===== src/design/vps_pkg.sv =====
package vps_pkg;

  // Default number of list entries.
  localparam int unsigned DefaultListDepth = 8;

  // Field widths fixed by the item format.
  localparam int unsigned IdW    = 16;
  localparam int unsigned PriW   = 32;
  localparam int unsigned CmdW   = 2;
  localparam int unsigned CountW = 4;

  // Command codes.
  localparam logic [CmdW-1:0] CMD_UPDATE = 2'd0;
  localparam logic [CmdW-1:0] CMD_QUERY  = 2'd1;
  localparam logic [CmdW-1:0] CMD_CLEAR  = 2'd2;

  // One stored list entry.
  typedef struct packed {
    logic [IdW-1:0]         id;
    logic signed [PriW-1:0] pri;
  } entry_t;

endpackage


===== src/design/vps_in_if.sv =====
interface vps_in_if;
  import vps_pkg::*;

  logic                   valid;
  logic                   ready;
  logic [CmdW-1:0]        cmd;
  logic                   into_object;
  logic                   transmit;
  logic                   is_volume_event;
  logic [IdW-1:0]         inner_id;
  logic signed [PriW-1:0] inner_priority;
  logic [IdW-1:0]         outer_id;

  modport source (
    output valid, cmd, into_object, transmit, is_volume_event,
    output inner_id, inner_priority, outer_id,
    input  ready
  );

  modport sink (
    input  valid, cmd, into_object, transmit, is_volume_event,
    input  inner_id, inner_priority, outer_id,
    output ready
  );
endinterface


===== src/design/vps_out_if.sv =====
interface vps_out_if;
  import vps_pkg::*;

  logic              valid;
  logic              ready;
  logic [IdW-1:0]    current_id;
  logic              scattered_flag;
  logic              keep_tracing;
  logic [IdW-1:0]    hit_inner_id;
  logic [IdW-1:0]    hit_outer_id;
  logic [CountW-1:0] stack_count;

  modport source (
    output valid, current_id, scattered_flag, keep_tracing,
    output hit_inner_id, hit_outer_id, stack_count,
    input  ready
  );

  modport sink (
    input  valid, current_id, scattered_flag, keep_tracing,
    input  hit_inner_id, hit_outer_id, stack_count,
    output ready
  );
endinterface


===== src/design/volume_priority_stack.sv =====
// Volume priority list for a path tracer.
// Items arrive on in_i (valid/ready) and one result beat per item leaves on
// out_o (valid/ready). The user sets the world volume id through cfg_we_i and
// cfg_wdata_i while the block is idle; the block does not enforce this.
// The list entries live in a single memory with a registered read port.
// Updates that add, mark a scatter or do nothing, clears, queries on entry and
// exit queries with no inner id or an empty list finish in the accept cycle:
// the result is registered and shown the next cycle.
// An exit removal and an exit query walk the list through the memory read
// port, one entry per cycle, compacting the list behind a removed entry
// through the write port. In the scan state the block issues one read per
// entry and takes in the last read once it returns; the finish state then
// loads the result, waiting while the result register is full.
// One item is in work at a time; in_i.ready is low while a walk runs or
// while the result register is full and out_o.ready is low.
// A receiver stall holds the result beat and, from there, the input side.
// Reset empties the list, clears the current volume, the scatter mark and
// the world volume id; no memory clearing pass is needed.
module volume_priority_stack #(
  parameter int unsigned LIST_DEPTH = vps_pkg::DefaultListDepth
) (
  input  logic                   clk_i,
  input  logic                   rst_ni,
  input  logic                   cfg_we_i,
  input  logic [vps_pkg::IdW-1:0] cfg_wdata_i,
  vps_in_if.sink                 in_i,
  vps_out_if.source              out_o
);
  import vps_pkg::*;

  localparam int unsigned IdxW = (LIST_DEPTH > 1) ? $clog2(LIST_DEPTH) : 1;
  localparam int unsigned CntW = $clog2(LIST_DEPTH + 1);

  localparam logic [1:0] ST_IDLE   = 2'd0;
  localparam logic [1:0] ST_SCAN   = 2'd1;
  localparam logic [1:0] ST_FINISH = 2'd2;

  // Architectural state.
  logic [1:0]             state_q, state_d;
  logic [CntW-1:0]        count_q, count_d;
  logic [IdW-1:0]         top_id_q, top_id_d;
  logic signed [PriW-1:0] top_pri_q, top_pri_d;
  logic                   scatter_q, scatter_d;
  logic [IdW-1:0]         world_q;

  // Walk state.
  logic [CntW-1:0]        rd_idx_q, rd_idx_d;
  logic [CntW-1:0]        pidx_q, pidx_d;
  logic                   pend_q, pend_d;
  logic                   found_q, found_d;
  logic [IdW-1:0]         best_id_q, best_id_d;
  logic signed [PriW-1:0] best_pri_q, best_pri_d;
  logic                   op_remove_q, op_remove_d;
  logic                   op_tr_q, op_tr_d;
  logic [IdW-1:0]         skip_q, skip_d;

  // Entry memory.
  entry_t                 mem [LIST_DEPTH];
  entry_t                 rdata_q;
  logic                   mem_we;
  logic [IdxW-1:0]        mem_wa;
  entry_t                 mem_wd;
  logic [IdxW-1:0]        mem_ra;

  // Result register.
  logic                   out_valid_q, out_valid_d;
  logic                   out_load;
  logic [IdW-1:0]         res_cur, res_hin, res_hout;
  logic                   res_scat, res_keep;
  logic [CntW-1:0]        res_cnt;
  logic [IdW-1:0]         cur_q, hin_q, hout_q;
  logic                   scat_q, keep_q;
  logic [CntW-1:0]        cnt_q;

  logic                   out_free;
  logic                   accept;
  logic [CntW-1:0]        comp_idx;
  logic [IdW-1:0]         sim_add;
  logic [IdW-1:0]         hout_pre, hin_pre;

  assign out_free = !out_valid_q || out_o.ready;
  assign in_i.ready = (state_q == ST_IDLE) && out_free;
  assign accept = in_i.valid && in_i.ready;
  assign comp_idx = pidx_q - CntW'(1);

  // Memory: one write port, one registered read port.
  always_ff @(posedge clk_i) begin
    if (mem_we) begin
      mem[mem_wa] <= mem_wd;
    end
    rdata_q <= mem[mem_ra];
  end

  // Configuration register.
  always_ff @(posedge clk_i or negedge rst_ni) begin
    if (!rst_ni) begin
      world_q <= '0;
    end else if (cfg_we_i) begin
      world_q <= cfg_wdata_i;
    end
  end

  // Immediate query answers for an entering ray and for an exit query that needs no walk.
  always_comb begin
    if (top_id_q != '0) begin
      if (in_i.inner_id != '0) begin
        sim_add = (top_pri_q > in_i.inner_priority) ? top_id_q : in_i.inner_id;
      end else begin
        sim_add = top_id_q;
      end
    end else begin
      sim_add = in_i.inner_id;
    end
    hout_pre = (top_id_q != '0) ? top_id_q : in_i.outer_id;
    hin_pre  = (top_id_q != '0) ? top_id_q : in_i.inner_id;
  end

  // Sequencer and list update.
  always_comb begin
    state_d     = state_q;
    count_d     = count_q;
    top_id_d    = top_id_q;
    top_pri_d   = top_pri_q;
    scatter_d   = scatter_q;
    rd_idx_d    = rd_idx_q;
    pidx_d      = pidx_q;
    pend_d      = pend_q;
    found_d     = found_q;
    best_id_d   = best_id_q;
    best_pri_d  = best_pri_q;
    op_remove_d = op_remove_q;
    op_tr_d     = op_tr_q;
    skip_d      = skip_q;
    mem_we      = 1'b0;
    mem_wa      = count_q[IdxW-1:0];
    mem_wd      = '0;
    mem_ra      = rd_idx_q[IdxW-1:0];
    out_load    = 1'b0;
    res_cur     = top_id_q;
    res_scat    = scatter_q;
    res_keep    = 1'b0;
    res_hin     = '0;
    res_hout    = '0;
    res_cnt     = count_q;

    unique case (state_q)
      ST_IDLE: begin
        if (accept) begin
          // Prepare a walk in case this item needs one.
          rd_idx_d    = '0;
          pend_d      = 1'b0;
          found_d     = 1'b0;
          best_id_d   = '0;
          best_pri_d  = '0;
          skip_d      = in_i.inner_id;
          op_tr_d     = in_i.transmit;
          op_remove_d = 1'b0;
          out_load    = 1'b1;
          unique case (in_i.cmd)
            CMD_UPDATE: begin
              if (in_i.is_volume_event) begin
                scatter_d = 1'b1;
              end else begin
                scatter_d = 1'b0;
                if (in_i.transmit && in_i.into_object) begin
                  // Add at the end of the list.
                  if (in_i.inner_id != '0 && count_q != CntW'(LIST_DEPTH)) begin
                    mem_we = 1'b1;
                    mem_wa = count_q[IdxW-1:0];
                    mem_wd = '{id: in_i.inner_id, pri: in_i.inner_priority};
                    count_d = count_q + CntW'(1);
                    if (top_id_q == '0 || in_i.inner_priority >= top_pri_q) begin
                      top_id_d  = in_i.inner_id;
                      top_pri_d = in_i.inner_priority;
                    end
                  end
                end else if (in_i.transmit && in_i.inner_id != '0 && count_q != '0) begin
                  // Remove needs a walk over the list.
                  op_remove_d = 1'b1;
                  out_load    = 1'b0;
                  state_d     = ST_SCAN;
                end
              end
              res_cur  = top_id_d;
              res_scat = scatter_d;
              res_cnt  = count_d;
            end
            CMD_QUERY: begin
              if (in_i.into_object) begin
                res_keep = in_i.transmit && top_id_q != '0 && in_i.inner_id != '0 &&
                           (top_id_q == in_i.inner_id ||
                            top_pri_q > in_i.inner_priority);
                res_hin  = sim_add;
                res_hout = (hout_pre != '0) ? hout_pre : world_q;
              end else if (in_i.inner_id != '0 && count_q != '0) begin
                // Exit query needs a simulated removal walk.
                out_load = 1'b0;
                state_d  = ST_SCAN;
              end else begin
                res_keep = in_i.transmit && top_id_q != '0;
                res_hin  = (hin_pre != '0) ? hin_pre : world_q;
                res_hout = top_id_q;
              end
            end
            CMD_CLEAR: begin
              count_d   = '0;
              top_id_d  = '0;
              top_pri_d = '0;
              res_cur   = '0;
              res_cnt   = '0;
            end
            default: begin
            end
          endcase
        end
      end

      ST_SCAN: begin
        // Issue the next read.
        if (rd_idx_q != count_q) begin
          rd_idx_d = rd_idx_q + CntW'(1);
          pend_d   = 1'b1;
          pidx_d   = rd_idx_q;
        end else begin
          pend_d   = 1'b0;
          state_d  = ST_FINISH;
        end
        // Process the entry read in the previous cycle.
        if (pend_q) begin
          if (!found_q && rdata_q.id == skip_q) begin
            found_d = 1'b1;
          end else if (best_id_q == '0 || rdata_q.pri >= best_pri_q) begin
            best_id_d  = rdata_q.id;
            best_pri_d = rdata_q.pri;
          end
          // Compaction: move entries after the match down by one.
          if (found_q && op_remove_q) begin
            mem_we = 1'b1;
            mem_wa = comp_idx[IdxW-1:0];
            mem_wd = rdata_q;
          end
        end
      end

      ST_FINISH: begin
        if (out_free) begin
          out_load = 1'b1;
          state_d  = ST_IDLE;
          if (op_remove_q) begin
            if (found_q) begin
              count_d = count_q - CntW'(1);
            end
            top_id_d  = best_id_q;
            top_pri_d = best_pri_q;
            res_cur   = best_id_q;
            res_cnt   = count_d;
          end else begin
            res_keep = op_tr_q && top_id_q != '0 && best_id_q == top_id_q;
            res_hin  = (top_id_q != '0) ? top_id_q :
                       ((skip_q != '0) ? skip_q : world_q);
            res_hout = best_id_q;
          end
        end
      end

      default: begin
        state_d = ST_IDLE;
      end
    endcase
  end

  // Output valid tracking.
  always_comb begin
    if (out_load) begin
      out_valid_d = 1'b1;
    end else if (out_o.ready) begin
      out_valid_d = 1'b0;
    end else begin
      out_valid_d = out_valid_q;
    end
  end

  // Control registers.
  always_ff @(posedge clk_i or negedge rst_ni) begin
    if (!rst_ni) begin
      state_q     <= ST_IDLE;
      count_q     <= '0;
      top_id_q    <= '0;
      top_pri_q   <= '0;
      scatter_q   <= 1'b0;
      rd_idx_q    <= '0;
      pend_q      <= 1'b0;
      found_q     <= 1'b0;
      op_remove_q <= 1'b0;
      out_valid_q <= 1'b0;
    end else begin
      state_q     <= state_d;
      count_q     <= count_d;
      top_id_q    <= top_id_d;
      top_pri_q   <= top_pri_d;
      scatter_q   <= scatter_d;
      rd_idx_q    <= rd_idx_d;
      pend_q      <= pend_d;
      found_q     <= found_d;
      op_remove_q <= op_remove_d;
      out_valid_q <= out_valid_d;
    end
  end

  // Walk payload registers.
  always_ff @(posedge clk_i) begin
    pidx_q     <= pidx_d;
    best_id_q  <= best_id_d;
    best_pri_q <= best_pri_d;
    op_tr_q    <= op_tr_d;
    skip_q     <= skip_d;
  end

  // Result payload registers.
  always_ff @(posedge clk_i) begin
    if (out_load) begin
      cur_q  <= res_cur;
      scat_q <= res_scat;
      keep_q <= res_keep;
      hin_q  <= res_hin;
      hout_q <= res_hout;
      cnt_q  <= res_cnt;
    end
  end

  assign out_o.valid          = out_valid_q;
  assign out_o.current_id     = cur_q;
  assign out_o.scattered_flag = scat_q;
  assign out_o.keep_tracing   = keep_q;
  assign out_o.hit_inner_id   = hin_q;
  assign out_o.hit_outer_id   = hout_q;
  assign out_o.stack_count    = CountW'(cnt_q);

endmodule

===== src/flat_wrapper.sv =====
// flat-port wrapper written by rule: the top's interface ports become plain ports
module volume_priority_stack_flat import vps_pkg::*;
#(
  parameter int unsigned LIST_DEPTH = vps_pkg::DefaultListDepth
)
  (clk_i, rst_ni, cfg_we_i, cfg_wdata_i, in_i_valid, in_i_cmd, in_i_into_object, in_i_transmit, in_i_is_volume_event, in_i_inner_id, in_i_inner_priority, in_i_outer_id, in_i_ready, out_o_valid, out_o_current_id, out_o_scattered_flag, out_o_keep_tracing, out_o_hit_inner_id, out_o_hit_outer_id, out_o_stack_count, out_o_ready);
  vps_in_if in_i_i ();
  vps_out_if out_o_i ();
  input  logic clk_i;
  input  logic rst_ni;
  input  logic cfg_we_i;
  input  logic [vps_pkg::IdW-1:0] cfg_wdata_i;
  input wire logic [$bits(in_i_i.valid)-1:0] in_i_valid;
  input wire logic [$bits(in_i_i.cmd)-1:0] in_i_cmd;
  input wire logic [$bits(in_i_i.into_object)-1:0] in_i_into_object;
  input wire logic [$bits(in_i_i.transmit)-1:0] in_i_transmit;
  input wire logic [$bits(in_i_i.is_volume_event)-1:0] in_i_is_volume_event;
  input wire logic [$bits(in_i_i.inner_id)-1:0] in_i_inner_id;
  input wire logic [$bits(in_i_i.inner_priority)-1:0] in_i_inner_priority;
  input wire logic [$bits(in_i_i.outer_id)-1:0] in_i_outer_id;
  output wire logic [$bits(in_i_i.ready)-1:0] in_i_ready;
  output wire logic [$bits(out_o_i.valid)-1:0] out_o_valid;
  output wire logic [$bits(out_o_i.current_id)-1:0] out_o_current_id;
  output wire logic [$bits(out_o_i.scattered_flag)-1:0] out_o_scattered_flag;
  output wire logic [$bits(out_o_i.keep_tracing)-1:0] out_o_keep_tracing;
  output wire logic [$bits(out_o_i.hit_inner_id)-1:0] out_o_hit_inner_id;
  output wire logic [$bits(out_o_i.hit_outer_id)-1:0] out_o_hit_outer_id;
  output wire logic [$bits(out_o_i.stack_count)-1:0] out_o_stack_count;
  input wire logic [$bits(out_o_i.ready)-1:0] out_o_ready;
  assign in_i_i.valid = in_i_valid;
  assign in_i_i.cmd = in_i_cmd;
  assign in_i_i.into_object = in_i_into_object;
  assign in_i_i.transmit = in_i_transmit;
  assign in_i_i.is_volume_event = in_i_is_volume_event;
  assign in_i_i.inner_id = in_i_inner_id;
  assign in_i_i.inner_priority = in_i_inner_priority;
  assign in_i_i.outer_id = in_i_outer_id;
  assign in_i_ready = in_i_i.ready;
  assign out_o_valid = out_o_i.valid;
  assign out_o_current_id = out_o_i.current_id;
  assign out_o_scattered_flag = out_o_i.scattered_flag;
  assign out_o_keep_tracing = out_o_i.keep_tracing;
  assign out_o_hit_inner_id = out_o_i.hit_inner_id;
  assign out_o_hit_outer_id = out_o_i.hit_outer_id;
  assign out_o_stack_count = out_o_i.stack_count;
  assign out_o_i.ready = out_o_ready;
  volume_priority_stack #(.LIST_DEPTH(LIST_DEPTH)) u_core (.clk_i(clk_i), .rst_ni(rst_ni), .cfg_we_i(cfg_we_i), .cfg_wdata_i(cfg_wdata_i), .in_i(in_i_i), .out_o(out_o_i));
endmodule

===== config.mk =====
export PLATFORM = sky130hd
export DESIGN_NAME = volume_priority_stack_flat
export DESIGN_NICKNAME = d
export VERILOG_FILES = /design/src/design/vps_pkg.sv /design/src/design/vps_in_if.sv /design/src/design/vps_out_if.sv /design/src/design/volume_priority_stack.sv /design/src/flat_wrapper.sv
export SDC_FILE = /design/constraint.sdc
export NUM_CORES = 1
export LEC_CHECK = 0
export BUFFER_PORTS_ARGS = -buffer_cell sky130_fd_sc_hd__buf_2
export CAP_MARGIN = 20
export CORE_MARGIN = 2
export CORE_UTILIZATION = 50
export DETAILED_ROUTE_END_ITERATION = 7
export GPL_ROUTABILITY_DRIVEN = 0
export PLACE_DENSITY = 0.7
export SLEW_MARGIN = 30
export SYNTH_ARGS = -nofsm -noshare
export SYNTH_HDL_FRONTEND = slang
export SYNTH_SLANG_ARGS = --single-unit

===== constraint.sdc =====
create_clock -name clk_i -period 5.7 [get_ports clk_i]
set_input_delay 0.855 -clock clk_i [delete_from_list [all_inputs] [get_ports clk_i]]
set_output_delay 0.855 -clock clk_i [all_outputs]
set_load 0.1 [all_outputs]

After elaboration in Yosys (flattened, before gate mapping)
Memory sizes are Yosys's and may differ from the RTL's. A register that Yosys moved wholly into a read port is not among the register bits.
Index checks and enable logic that the tools add are counted.
{"block": "word_totals", "in_bits": 90, "output_inout_bits": 56, "latchBits": 0, "mem_bits_rw": 384, "elab_cells": 225, "memories": 1, "regBits": 201, "rom_bits": 0}
{"block": "op_classes", "order_cmp": 3, "n_bitwise": 0, "div_mod_pow": 0, "mux": 126, "n_addsub": 4, "n_eq_ne": 28, "n_shift": 0, "n_reduce_logical": 41, "mul": 0}
{"name": "u_core.mem", "words": 8, "word_bits": 48, "read_ports": 1, "rd_clocked_by_memory_dff": 1, "write_ports": 1, "line": "volume_priority_stack.sv:58", "source": "entry_t mem [LIST_DEPTH];"}
{"operator": "16-bit two-way mux", "count": 32}
{"operator": "32-bit two-way mux", "count": 11}
{"operator": "48-bit two-way mux", "count": 7}
{"operator": "32-bit one-hot mux with 2 select lines", "count": 3}
{"operator": "16-bit one-hot mux with 2 select lines", "count": 5}
{"operator": "48-bit one-hot mux with 2 select lines", "count": 1}
{"operator": "16-bit nonzero test", "count": 5}
{"operator": "32-bit >= comparator", "count": 2}
{"operator": "16-bit equality test", "count": 3}
{"operator": "1-bit two-way mux", "count": 36}
{"operator": "4-bit two-way mux", "count": 9}
{"operator": "32-bit > comparator", "count": 1}
{"operator": "16-bit logical NOT", "count": 2}
{"operator": "3-bit inequality test, second input constant", "count": 10}
{"operator": "4-bit one-hot mux with 2 select lines", "count": 3}
{"operator": "9-bit AND reduction", "count": 2}
{"operator": "2-bit two-way mux", "count": 8}
{"operator": "1-bit logical AND", "count": 14}
{"operator": "2-bit by 1-bit inequality test with 1-bit output, second input constant", "count": 7}
{"operator": "1-bit one-hot mux with 2 select lines", "count": 6}
{"operator": "3-bit two-way mux", "count": 3}
{"operator": "4-bit by 1-bit adder with 4-bit output, second input constant", "count": 2}
{"operator": "2-bit one-hot mux with 3 select lines", "count": 1}
{"operator": "2-bit AND reduction", "count": 3}
{"operator": "16 further kinds", "count": 26}

Longest topological paths before layout
Gate-level depths: netlist (run 1).
{"block": "logic_depth", "word_depth": 10, "depth_mapped": 12, "mapped_depth_nobuf": 9}

Least setup slack after synthesis (run 1)
No wires, ideal clock.
{"block": "synth_timing", "path_type": "register to register", "from": "register u_core.out_valid_q (netlist: u_core.out_o.valid)", "to": "memory u_core.mem[6][0] (netlist name), enable pin", "required_time_ps": 5187, "path_stages_with_launch": 9, "period_less_slack_ps": 6320, "n_path_buf": 1, "setup_ps": 513, "path_slack_ps": -620, "t_arrival_ps": 5807, "path_cell_list": "dfrtp_1 nand2b_1 nand3_2 inv_2 nand2_1 nor3_2 clkbuf_1 a22oi_1 nor3_1"}
{"block": "synth_between", "elab_chain_cells": 8}
{"item": "from (decl)", "line": "volume_priority_stack.sv:66", "source": "logic out_valid_q, out_valid_d;"}
{"item": "from (signal assigned)", "line": "volume_priority_stack.sv:306", "source": "out_valid_q <= out_valid_d;"}
{"item": "1-bit logical NOT", "line": "volume_priority_stack.sv:81", "source": "assign out_free = !out_valid_q || out_o.ready;"}
{"item": "1-bit logical OR", "line": "volume_priority_stack.sv:81"}
{"item": "1-bit logical AND", "line": "volume_priority_stack.sv:82", "source": "assign in_i.ready = (state_q == ST_IDLE) && out_free;"}
{"item": "1-bit logical AND", "line": "volume_priority_stack.sv:83", "source": "assign accept = in_i.valid && in_i.ready;"}
{"item": "1-bit two-way mux", "line": "volume_priority_stack.sv:148", "source": "if (accept) begin"}
{"item": "1-bit one-hot mux with 2 select lines", "line": "volume_priority_stack.sv:146", "source": "unique case (state_q)"}
{"item": "1-bit two-way mux", "line": "volume_priority_stack.sv:88", "source": "if (mem_we) begin"}
{"item": "1-bit two-way mux (not written as such)", "line": "volume_priority_stack.sv:89", "source": "mem[mem_wa] <= mem_wd;"}
{"item": "to (decl)", "line": "volume_priority_stack.sv:58"}
Every way passes these cells.

Worst setup path after layout (run 1)
{"block": "layout_timing", "from": "register u_core.count_q[0]", "to": "memory u_core.mem[0][45] (netlist name), enable pin"}
{"block": "layout_between", "elab_chain_cells": 10, "elab_cells_between_ends": 13, "classes_between": "eq/ne: 1; mux: 11; reduce/logical: 1"}
{"item": "from (decl)", "line": "volume_priority_stack.sv:40", "source": "logic [CntW-1:0] count_q, count_d;"}
{"item": "from (signal assigned)", "line": "volume_priority_stack.sv:298", "source": "count_q <= count_d;"}
{"item": "4-bit inequality test", "line": "volume_priority_stack.sv:167", "source": "if (in_i.inner_id != '0 && count_q != CntW'(LIST_DEPTH)) begin"}
{"item": "1-bit logical AND", "line": "volume_priority_stack.sv:167"}
{"item": "1-bit two-way mux", "line": "volume_priority_stack.sv:167"}
{"item": "1-bit two-way mux", "line": "volume_priority_stack.sv:165", "source": "if (in_i.transmit && in_i.into_object) begin"}
{"item": "1-bit two-way mux", "line": "volume_priority_stack.sv:161", "source": "if (in_i.is_volume_event) begin"}
{"item": "1-bit two-way mux", "line": "volume_priority_stack.sv:159", "source": "unique case (in_i.cmd)"}
{"item": "1-bit two-way mux", "line": "volume_priority_stack.sv:148"}
{"item": "1-bit one-hot mux with 2 select lines", "line": "volume_priority_stack.sv:146"}
{"item": "1-bit two-way mux", "line": "volume_priority_stack.sv:88"}
{"item": "1-bit two-way mux (not written as such)", "line": "volume_priority_stack.sv:89"}
Several ways; a longest one is shown, not always the timed one.

==> results.ini, run 1 <==
[routing]
viasPerCell=6.34
drt_iter0_drc=2283
wl_per_cell_um=24.8
met1_length_um=31000
ant_nets=0
highest_layer=met4
met2_length_um=33700
via_count=18900
drtPass1Iterations=7
wl_met3_um=7010
route.detailed.drc=0
drt_wl_total_um=74200

[floorplanning]
initial_core_util_pct=50.3
die_width_um=244
rows=88
dieArea_mm2=0.0597
io_pins=146
core_mm2=0.0574
die_h_um=244

[critical_path]
crit_path_cell_trace=inv_1 > ha_1 > nor2b_1 > nand2_1 > nand4b_4 > nor3_4 > buf_4 > a22oi_1 > nor2_4 > buf_4
cp.depth=10
r2r_slack_ns=1.72
max_stage_delay_ns=0.65
crit_fanout=51
path_buf_inv=3
timing.rr.start=u_core.count_q[0]
endpoint_kind=flop
rr_endpoint=u_core.mem[0][45]
r2r_cells=10
worst-setup-path-type=reg2reg
crit_top_cell=buf_4
cp-start-kind=flop
cp_top_family=buffers and inverters
cp.arrival_ns=4.20
crit_slowest_cell=buf_4
critPathRequiredTime_ns=5.92

[timing]
slew_viol_final=0
skew_ns=0.0297
hold_violations=0
finalSetupViolations=0
period_share_pct=69.8
max_freq_mhz=251
period_minus_slack_ns=3.98
rsz0062_at_grt=false
worst_pin_slew_ns=0.991
slew_headroom_pct=34.0

[cells_and_area]
final_layout_size_suffix_gt1_share_pct=22.2
syn2layout_area_growth_pct=13.5
final_cell_count_no_fill=2987
finish.net_count=2325
fin_area_mm2=0.0328
diodes=0
fillers=4409

[global_route]
grt_max_degree=99
antenna_found_initial=0
grt_pass1_vias=19000
grt_first_pass_wirelength_um=114000
grt_usage_pct=25.1
grt.overflow.total=0

[clocking]
cts_tree=yes
cts_inserted_buffers=67
postCtsSetupBuffers=0
clockBufferDepth=3
clk_latency_ns=0.62
ctsHoldBuffers=0
cts.sinks=633
htreeDepth=3
clk_pin_slew_worst_paths_ns=0.06
cts-root-buf=clkbuf_16
post_cts_resized=0

[run]
maxCapViolCount=0

[placement]
place_inst=2862
dp_hpwl_um=47800
dpl_cell_area_mm2=0.0305
port_buffers=145

[logic_synthesis]
syn-instance-count=2056
yosysWarnings=0
yosysUniqueCellTypes=77
synth_edf_count=506
avgSynthCellArea_um2=14.0
ys.flop_type=edfxtp_1
synth_async_sr_flop_share_pct=12.5
syn_nets=2214
ys_ff_latch=633
synth_area_mm2=0.0289
ys_seq_area_share_pct=62.8

[min_path]
worst_hold_path_type=in2async

[power_and_ir_drop]
power-per-cell-area_mw_per_mm2=509
irDropWorstVdd_uv=580
leakagePower_nw=11.6

[outcome]
status=completed

[layout make-up]
class	count	area (um^2)	area share (%)
Clock buffer	85	1850	5.63
Sequential cell	633	18100	55.4
Timing Repair Buffer	185	1080	3.30
Inverter	75	282	0.859
Clock inverter	39	427	1.30
Multi-Input combinational cell	1205	10000	30.6
Tap cell	765	957	2.92
[registers in the layout, summed over array words and instances (netlist names), 2 cells and up]
signal,count
u_core.rdata_q,48
u_core.top_pri_q,32
u_core.rd_idx_q,4
u_core.out_o.hit_inner_id,16
u_core.best_id_q,16
u_core.out_o.stack_count,4
u_core.out_o.hit_outer_id,16
u_core.out_o.current_id,16
u_core.best_pri_q,32
u_core.pidx_q,3
u_core.world_q,16
u_core.state_q,2
u_core.top_id_q,16
u_core.mem,384
u_core.skip_q,16
u_core.count_q,4
[where the power goes]
group	internal (W)	switching (W)	leakage [nW]	total, W
Sequential	0.00585	0.000906	5.63	0.00676
Combinational	0.00195	0.00355	4.85	0.00550
Clock	0.00260	0.00184	1.12	0.00444
Total	0.0104	0.00630	11.6	0.0167
[through the flow]
step	TNS [ns]	hold slack (ns)	setup slack (ns)	utilization (%)	total power, W
2_1_floorplan	-100.24	0.423	-0.620	-	0.0108
5_1_grt	0	0.400	1.52	57.1	0.0174
3_5_place_dp	0	0.508	1.26	53.2	0.0122
3_3_place_gp	0	0.486	0.888	53.0	0.0120
6_report	0	0.352	1.72	57.1	0.0167
4_1_cts	0	0.390	1.79	57.1	0.0167
[worst max-delay path by stage]
stage                                       start                       endpoint  slack [ns]
after floorplan                u_core.out_o.valid               u_core.mem[6][0]       -0.62
after global placement    in_i_inner_priority[31]  u_core.out_o.hit_inner_id[11]        0.89
after detailed placement  in_i_inner_priority[31]  u_core.out_o.hit_inner_id[11]        1.26
after CTS                       u_core.count_q[0]              u_core.mem[0][43]        1.79
after global routing         u_core.top_pri_q[31]   u_core.out_o.hit_inner_id[6]        1.52
final                           u_core.count_q[0]              u_core.mem[0][45]        1.72
[cell families (layout without fill, tap and decap cells)]
family,count (synthesis),after routing,synth area share [%]
compound gates,424,424,10.6
xor+xnor,56,56,1.70
fa+ha+maj,68,68,2.95
buf+inv,218,384,3.00
flops,633,633,62.8
mux,161,161,10.0
simple gates,496,496,8.91
[layout by cell type, fill, tap and decap left out, types with 74 or more instances in the layout]
master,netlist,layout
buf_2,17,145
nand2_1,117,116
mux4_2,96,96
nand3_1,114,114
dfrtp_1,79,76
edfxtp_1,506,506
a21oi_1,75,74
inv_1,74,74
nor2_1,85,79
[worst register-to-register path: stages, from the launching register on]
cell and delay (ns):
dfrtp_1 0.56, inv_1 0.20, ha_1 0.25, nor2b_1 0.14
nand2_1 0.12, nand4b_4 0.21, nor3_4 0.23, buf_4 0.60
a22oi_1 0.43, nor2_4 0.18, buf_4 0.65
[cells in the mapped netlist (3+ instances only)]
| library cell | number | area, um^2 |
|---|---|---|
| nor4_4 | 3 | 63.8 |
| nand2_1 | 117 | 439 |
| a21oi_1 | 75 | 375 |
| nand4_1 | 29 | 181 |
| a2111oi_0 | 4 | 35.0 |
| o21bai_1 | 13 | 97.6 |
| xor2_1 | 29 | 254 |
| nor2_1 | 85 | 319 |
| a31oi_1 | 4 | 25.0 |
| buf_1 | 21 | 78.8 |
| nand2b_1 | 11 | 68.8 |
| a22o_1 | 61 | 534 |
| dfrtp_1 | 79 | 1980 |
| or4_1 | 5 | 37.5 |
| a311o_1 | 3 | 30.0 |
| nor2b_1 | 9 | 56.3 |
| o31ai_1 | 5 | 37.5 |
| o311ai_0 | 8 | 70.1 |
| buf_4 | 3 | 22.5 |
| nor4_1 | 26 | 163 |
| a21o_1 | 61 | 458 |
| mux2_2 | 65 | 732 |
| o21a_1 | 6 | 45.0 |
| clkbuf_1 | 99 | 372 |
| o211ai_1 | 10 | 75.1 |
| and3_1 | 4 | 25.0 |
| and2_1 | 49 | 307 |
| xnor2_1 | 27 | 236 |
| ha_1 | 68 | 851 |
| buf_2 | 17 | 85.1 |
| a32oi_1 | 16 | 140 |
| o21ai_0 | 63 | 315 |
| nand3_1 | 114 | 571 |
| inv_1 | 74 | 278 |
| dfxtp_1 | 48 | 961 |
| nor3_1 | 20 | 100 |
| edfxtp_1 | 506 | 15200 |
| mux4_2 | 96 | 2160 |
| o21ai_1 | 3 | 15.0 |
| o311a_1 | 32 | 320 |
| and4_1 | 4 | 35.0 |
| a22oi_1 | 39 | 293 |
[per-layer routing]
metal / global-route usage [%] / up-vias
met2: 38.1 / 1002
met1: 35.4 / 9536
met4: 9.85 / 0
li1: - / 8210
met5: 0 / -
met3: 5.48 / 188
No activity file was read; power rests on OpenSTA's default activity.
==> run 2: changes to the inputs <==
--- a/config.mk
+++ b/config.mk
@@ -11,7 +11,7 @@
 export CORE_UTILIZATION = 50
 export DETAILED_ROUTE_END_ITERATION = 7
 export GPL_ROUTABILITY_DRIVEN = 0
-export PLACE_DENSITY = 0.7
+export PLACE_DENSITY = 0.67
 export SLEW_MARGIN = 30
 export SYNTH_ARGS = -nofsm -noshare
 export SYNTH_HDL_FRONTEND = slang
==> constraint.sdc (replaced) <==
create_clock -name clk_i -period 4.2 [get_ports clk_i]
set_input_delay 0.63 -clock clk_i [delete_from_list [all_inputs] [get_ports clk_i]]
set_output_delay 0.63 -clock clk_i [all_outputs]
set_load 0.1 [all_outputs]
==> results.ini, run 2 (synthesized netlist as in run 1, its figures left out) <==
[clocking]
htreeDepth=3
postCtsSetupBuffers=0
cts-root-buf=clkbuf_16
clk_latency_ns=0.61
cts_inserted_buffers=68
ctsHoldBuffers=0
post_cts_resized=0
cts.sinks=633
clk_pin_slew_worst_paths_ns=0.06
clockBufferDepth=3
cts_tree=yes

[power_and_ir_drop]
leakagePower_nw=11.7
power-per-cell-area_mw_per_mm2=689
irDropWorstVdd_uv=784

[critical_path]
cp_top_family=simple AND/OR/NAND/NOR gates
max_stage_delay_ns=0.66
worst-setup-path-type=reg2reg
cp.arrival_ns=3.89
crit_slowest_cell=and3_1
crit_fanout=16
critPathRequiredTime_ns=4.47
path_buf_inv=0
cp-start-kind=flop
endpoint_kind=flop
crit_path_cell_trace=ha_1 > nand4_1 > nor4_4 > a2bb2oi_2 > and3b_1 > a32oi_4 > and3_1 > o21ai_0

[placement]
dpl_cell_area_mm2=0.0306
pre_cts_slack_ns=0.322
port_buffers=145
dp_hpwl_um=48900
place_inst=2882

[routing]
route.detailed.drc=7
wl_per_cell_um=25.4
drt_iter0_drc=2219
drtPass1Iterations=8
drt_wl_total_um=76400
ant_nets=0
viasPerCell=6.30
via_count=19000

[cells_and_area]
final_cell_mix=edfxtp_1 (506), buf_2 (144), nand2_1 (116)
largest_register=u_core.mem
largest_reg_flops=384
finish.net_count=2346
final_common_cell=edfxtp_1
fin_area_mm2=0.0329
fillers=4502
final_layout_size_suffix_gt1_share_pct=22.8
top_regs=u_core.mem x384, u_core.rdata_q x48
syn2layout_area_growth_pct=14.0
final_cell_count_no_fill=3011

[timing]
fin_tns_setup_ns=0
rsz0062_at_grt=false
period_share_pct=86.1
slew_headroom_pct=34.8
worst_pin_slew_ns=0.977
slew_viol_final=0
finalSetupViolations=0
period_minus_slack_ns=3.61
setup_ws_ns=0.586
finalHoldWorstSlack_ns=0.112
max_freq_mhz=277
skew_ns=0.0262
hold_violations=0

[floorplanning]
core_mm2=0.0574
rows=88
die_h_um=244
die_width_um=244
initial_core_util_pct=50.3
io_pins=146
dieArea_mm2=0.0597

[outcome]
violations=design-rule violations
status=finished, violations left

[global_route]
grt_max_degree=99
antenna_found_initial=6
grt_pass1_vias=19000
grt.overflow.total=0
grt_usage_pct=25.6
grt_first_pass_wirelength_um=116000

[run]
maxCapViolCount=0

[min_path]
worst_hold_path_type=in2async

-- run 2: final cells by class --
cell class	instances	area, um^2	area share [%]
Antenna cell	2	5.00	0.0152
Clock buffer	98	1930	5.85
Clock inverter	28	300	0.912
Inverter	75	282	0.855
Multi-Input combinational cell	1205	10000	30.5
Sequential cell	633	18100	55.1
Tap cell	765	957	2.91
Timing Repair Buffer	205	1250	3.81
-- run 2: worst paths after layout --
check | start | end | slack (ns) | cells past startpoint
max | u_core.top_pri_q[15] | u_core.out_o.current_id[3] | 0.59 | 8
min | rst_ni | u_core.world_q[12] | 0.11 | 1
max reg2reg | u_core.top_pri_q[15] | u_core.out_o.current_id[3] | 0.59 | 8
min reg2reg | u_core.scatter_q | u_core.scatter_q | 0.50 | 1
max in group asynchronous | rst_ni | u_core.top_pri_q[0] | 3.09 | 2
min in group clk_i | cfg_wdata_i[10] | u_core.world_q[10] | 0.27 | 2
-- run 2: power breakdown --
| group | leakage [nW] | internal, W | switching [W] |
|---|---|---|---|
| logic | 4.98 | 0.00268 | 0.00487 |
| clock network | 1.10 | 0.00352 | 0.00243 |
| registers | 5.63 | 0.00795 | 0.00122 |
-- run 2: metrics by stage --
step / total power [W] / util (%)
floorplan: 0.0147 / -
detailed placement: 0.0167 / 53.4
global placement: 0.0165 / 53.4
CTS: 0.0227 / 57.3
global route: 0.0236 / 57.4
finish: 0.0227 / 57.4
-- run 2: worst reg2reg max path: stages, from the launching register on --
cell,delay (ns)
dfrtp_1,0.41
ha_1,0.34
nand4_1,0.30
nor4_4,0.58
a2bb2oi_2,0.18
and3b_1,0.30
a32oi_4,0.18
and3_1,0.66
o21ai_0,0.32
-- run 2: metal layers --
metal	wire length, um	vias up	GRT usage [%]
li1	-	8260	-
met1	32000	9510	36.3
met2	35000	996	39.3
met3	6880	195	4.78
met4	2450	8	10.1
met5	46	-	0
==> run 3: changes to the inputs <==
==> constraint.sdc (replaced) <==
create_clock -name clk_i -period 4.2 [get_ports clk_i]
set_input_delay 0 -clock clk_i [delete_from_list [all_inputs] [get_ports clk_i]]
set_output_delay 0 -clock clk_i [all_outputs]
set_load 0.1 [all_outputs]
==> results.ini, run 3 (synthesized netlist as in run 1, its figures left out) <==
[min_path]
whs_path_depth=4
hold_end=u_core.out_o.hit_outer_id[6]
min_from=in_i_outer_id[6]
worst_hold_path_type=in2reg

[critical_path]
timing.rr.start=u_core.top_pri_q[31]
crit_path_cell_trace=ha_1 > nand4_4 > nor4_1 > o31a_1 > a22oi_2 > buf_4 > a32oi_1 > o21ai_0
cp-start-kind=flop
endpoint_kind=flop
r2r_cells=8
critPathRequiredTime_ns=4.50
r2r_slack_ns=0.27
rr_endpoint=u_core.out_o.current_id[8]
worst-setup-path-type=reg2reg
cp.arrival_ns=4.23
max_stage_delay_ns=0.75
crit_fanout=14
crit_slowest_cell=nor4_1

[routing]
drtPass1Iterations=8
route.detailed.drc=0
wl_per_cell_um=24.9
drt_wl_total_um=77100
viasPerCell=6.24
via_count=19300
ant_nets=0
drt_iter0_drc=2334

[global_route]
grt_usage_pct=25.8
antenna_found_initial=2
grt.overflow.total=0
grt_pass1_vias=19000
grt_max_degree=99
grt_first_pass_wirelength_um=116000

[timing]
rsz0062_at_grt=false
finalSetupViolations=0
period_minus_slack_ns=3.93
finalHoldWorstSlack_ns=0.0380
slew_headroom_pct=34.9
slew_viol_final=0
max_freq_mhz=255
worst_pin_slew_ns=0.976
setup_ws_ns=0.274
hold_violations=0
skew_ns=0.0242
period_share_pct=93.5

[cells_and_area]
largest_reg_flops=384
finish.net_count=2432
largest_register=u_core.mem
final_common_cell=edfxtp_1
syn2layout_area_growth_pct=17.0
top_regs=u_core.mem x384, u_core.rdata_q x48
final_cell_mix=edfxtp_1 (506), buf_2 (145), nand2_1 (116)
final_layout_size_suffix_gt1_share_pct=21.4

[power_and_ir_drop]
irDropWorstVdd_uv=908
power-per-cell-area_mw_per_mm2=670
p_total_w=0.0226
leakagePower_nw=12.0

[clocking]
clk_latency_ns=0.60
cts.sinks=633
postCtsSetupBuffers=0
htreeDepth=3
cts-root-buf=clkbuf_16
cts_inserted_buffers=67
cts_tree=yes
clk_pin_slew_worst_paths_ns=0.06
clockBufferDepth=3

[floorplanning]
rows=88
core_mm2=0.0574
die_width_um=244
initial_core_util_pct=50.3
dieArea_mm2=0.0597
io_pins=146
die_h_um=244

[placement]
dp_hpwl_um=48000
pre_cts_slack_ns=0.371
port_buffers=145

[outcome]
status=completed

[run]
maxCapViolCount=0

-- run 3: layout make-up --
type,instances,area [um^2]
fill,4346,23600
sequential,633,18100
multi-input combinational,1205,10100
timing repair buffer,292,2130
clock buffer,90,1890
tap,765,957
clock inverter,31,323
inverter,75,282
antenna,2,5.00
-- run 3: routing by layer --
metal  GRT usage [%]  vias up  share of wire, %
met5               0        -             0.018
met4            9.90        2               3.6
met3            5.55      211               8.8
met2            39.8     1010                46
met1            36.0     9670                42
li1                -     8419                 -
-- run 3: worst max path at each step --
stage	startpoint	to	slack [ns]	depth (start not counted)
after floorplan	u_core.out_o.valid	u_core.mem[4][0]	-0.70	8
after detailed placement	u_core.top_pri_q[31]	u_core.out_o.hit_inner_id[11]	0.37	7
after global routing	u_core.top_pri_q[31]	u_core.out_o.current_id[5]	0.16	8
after CTS	u_core.top_pri_q[31]	u_core.out_o.current_id[8]	0.36	8
after global placement	u_core.top_pri_q[31]	u_core.out_o.current_id[12]	0.49	8
final	u_core.top_pri_q[31]	u_core.out_o.current_id[8]	0.27	8
-- run 3: critical path: cells and delay by family, from the launching register on --
kind	cells	cell delay, ns
AND/OR/NAND/NOR	2	0.94
AO/OA/AOI/OAI	4	1.34
flip-flops	1	0.42
buffers and inverters	1	0.31
adder cells (fa/ha/maj)	1	0.58
-- run 3: where the power goes --
part | switching, W | total [W] | internal (W) | leakage, nW
clock network | 0.00239 | 0.00592 | 0.00353 | 1.08
registers | 0.00123 | 0.00917 | 0.00795 | 5.63
logic | 0.00482 | 0.00753 | 0.00271 | 5.32
total | 0.00844 | 0.0226 | 0.0142 | 12.0
-- run 3: repair_timing --
item | in CTS | in global routing
hold endpoints to repair | 311 | 0
hold buffers | 100 | 0
gates resized for setup | 0 | 0
endpoints found under the setup margin | 0 | 0
-- run 3: through the flow --
stage / cells / setup TNS [ns] / area [um^2] / utilization [%]
2_1_floorplan: 2056 / -77.94 / 28900 / -
3_3_place_gp: 2868 / 0 / 30500 / 53.2
3_5_place_dp: 2869 / 0 / 30500 / 53.2
4_1_cts: 3090 / 0 / 33700 / 58.8
5_1_grt: 3092 / 0 / 33800 / 58.9
6_report: 3093 / 0 / 33800 / 58.9
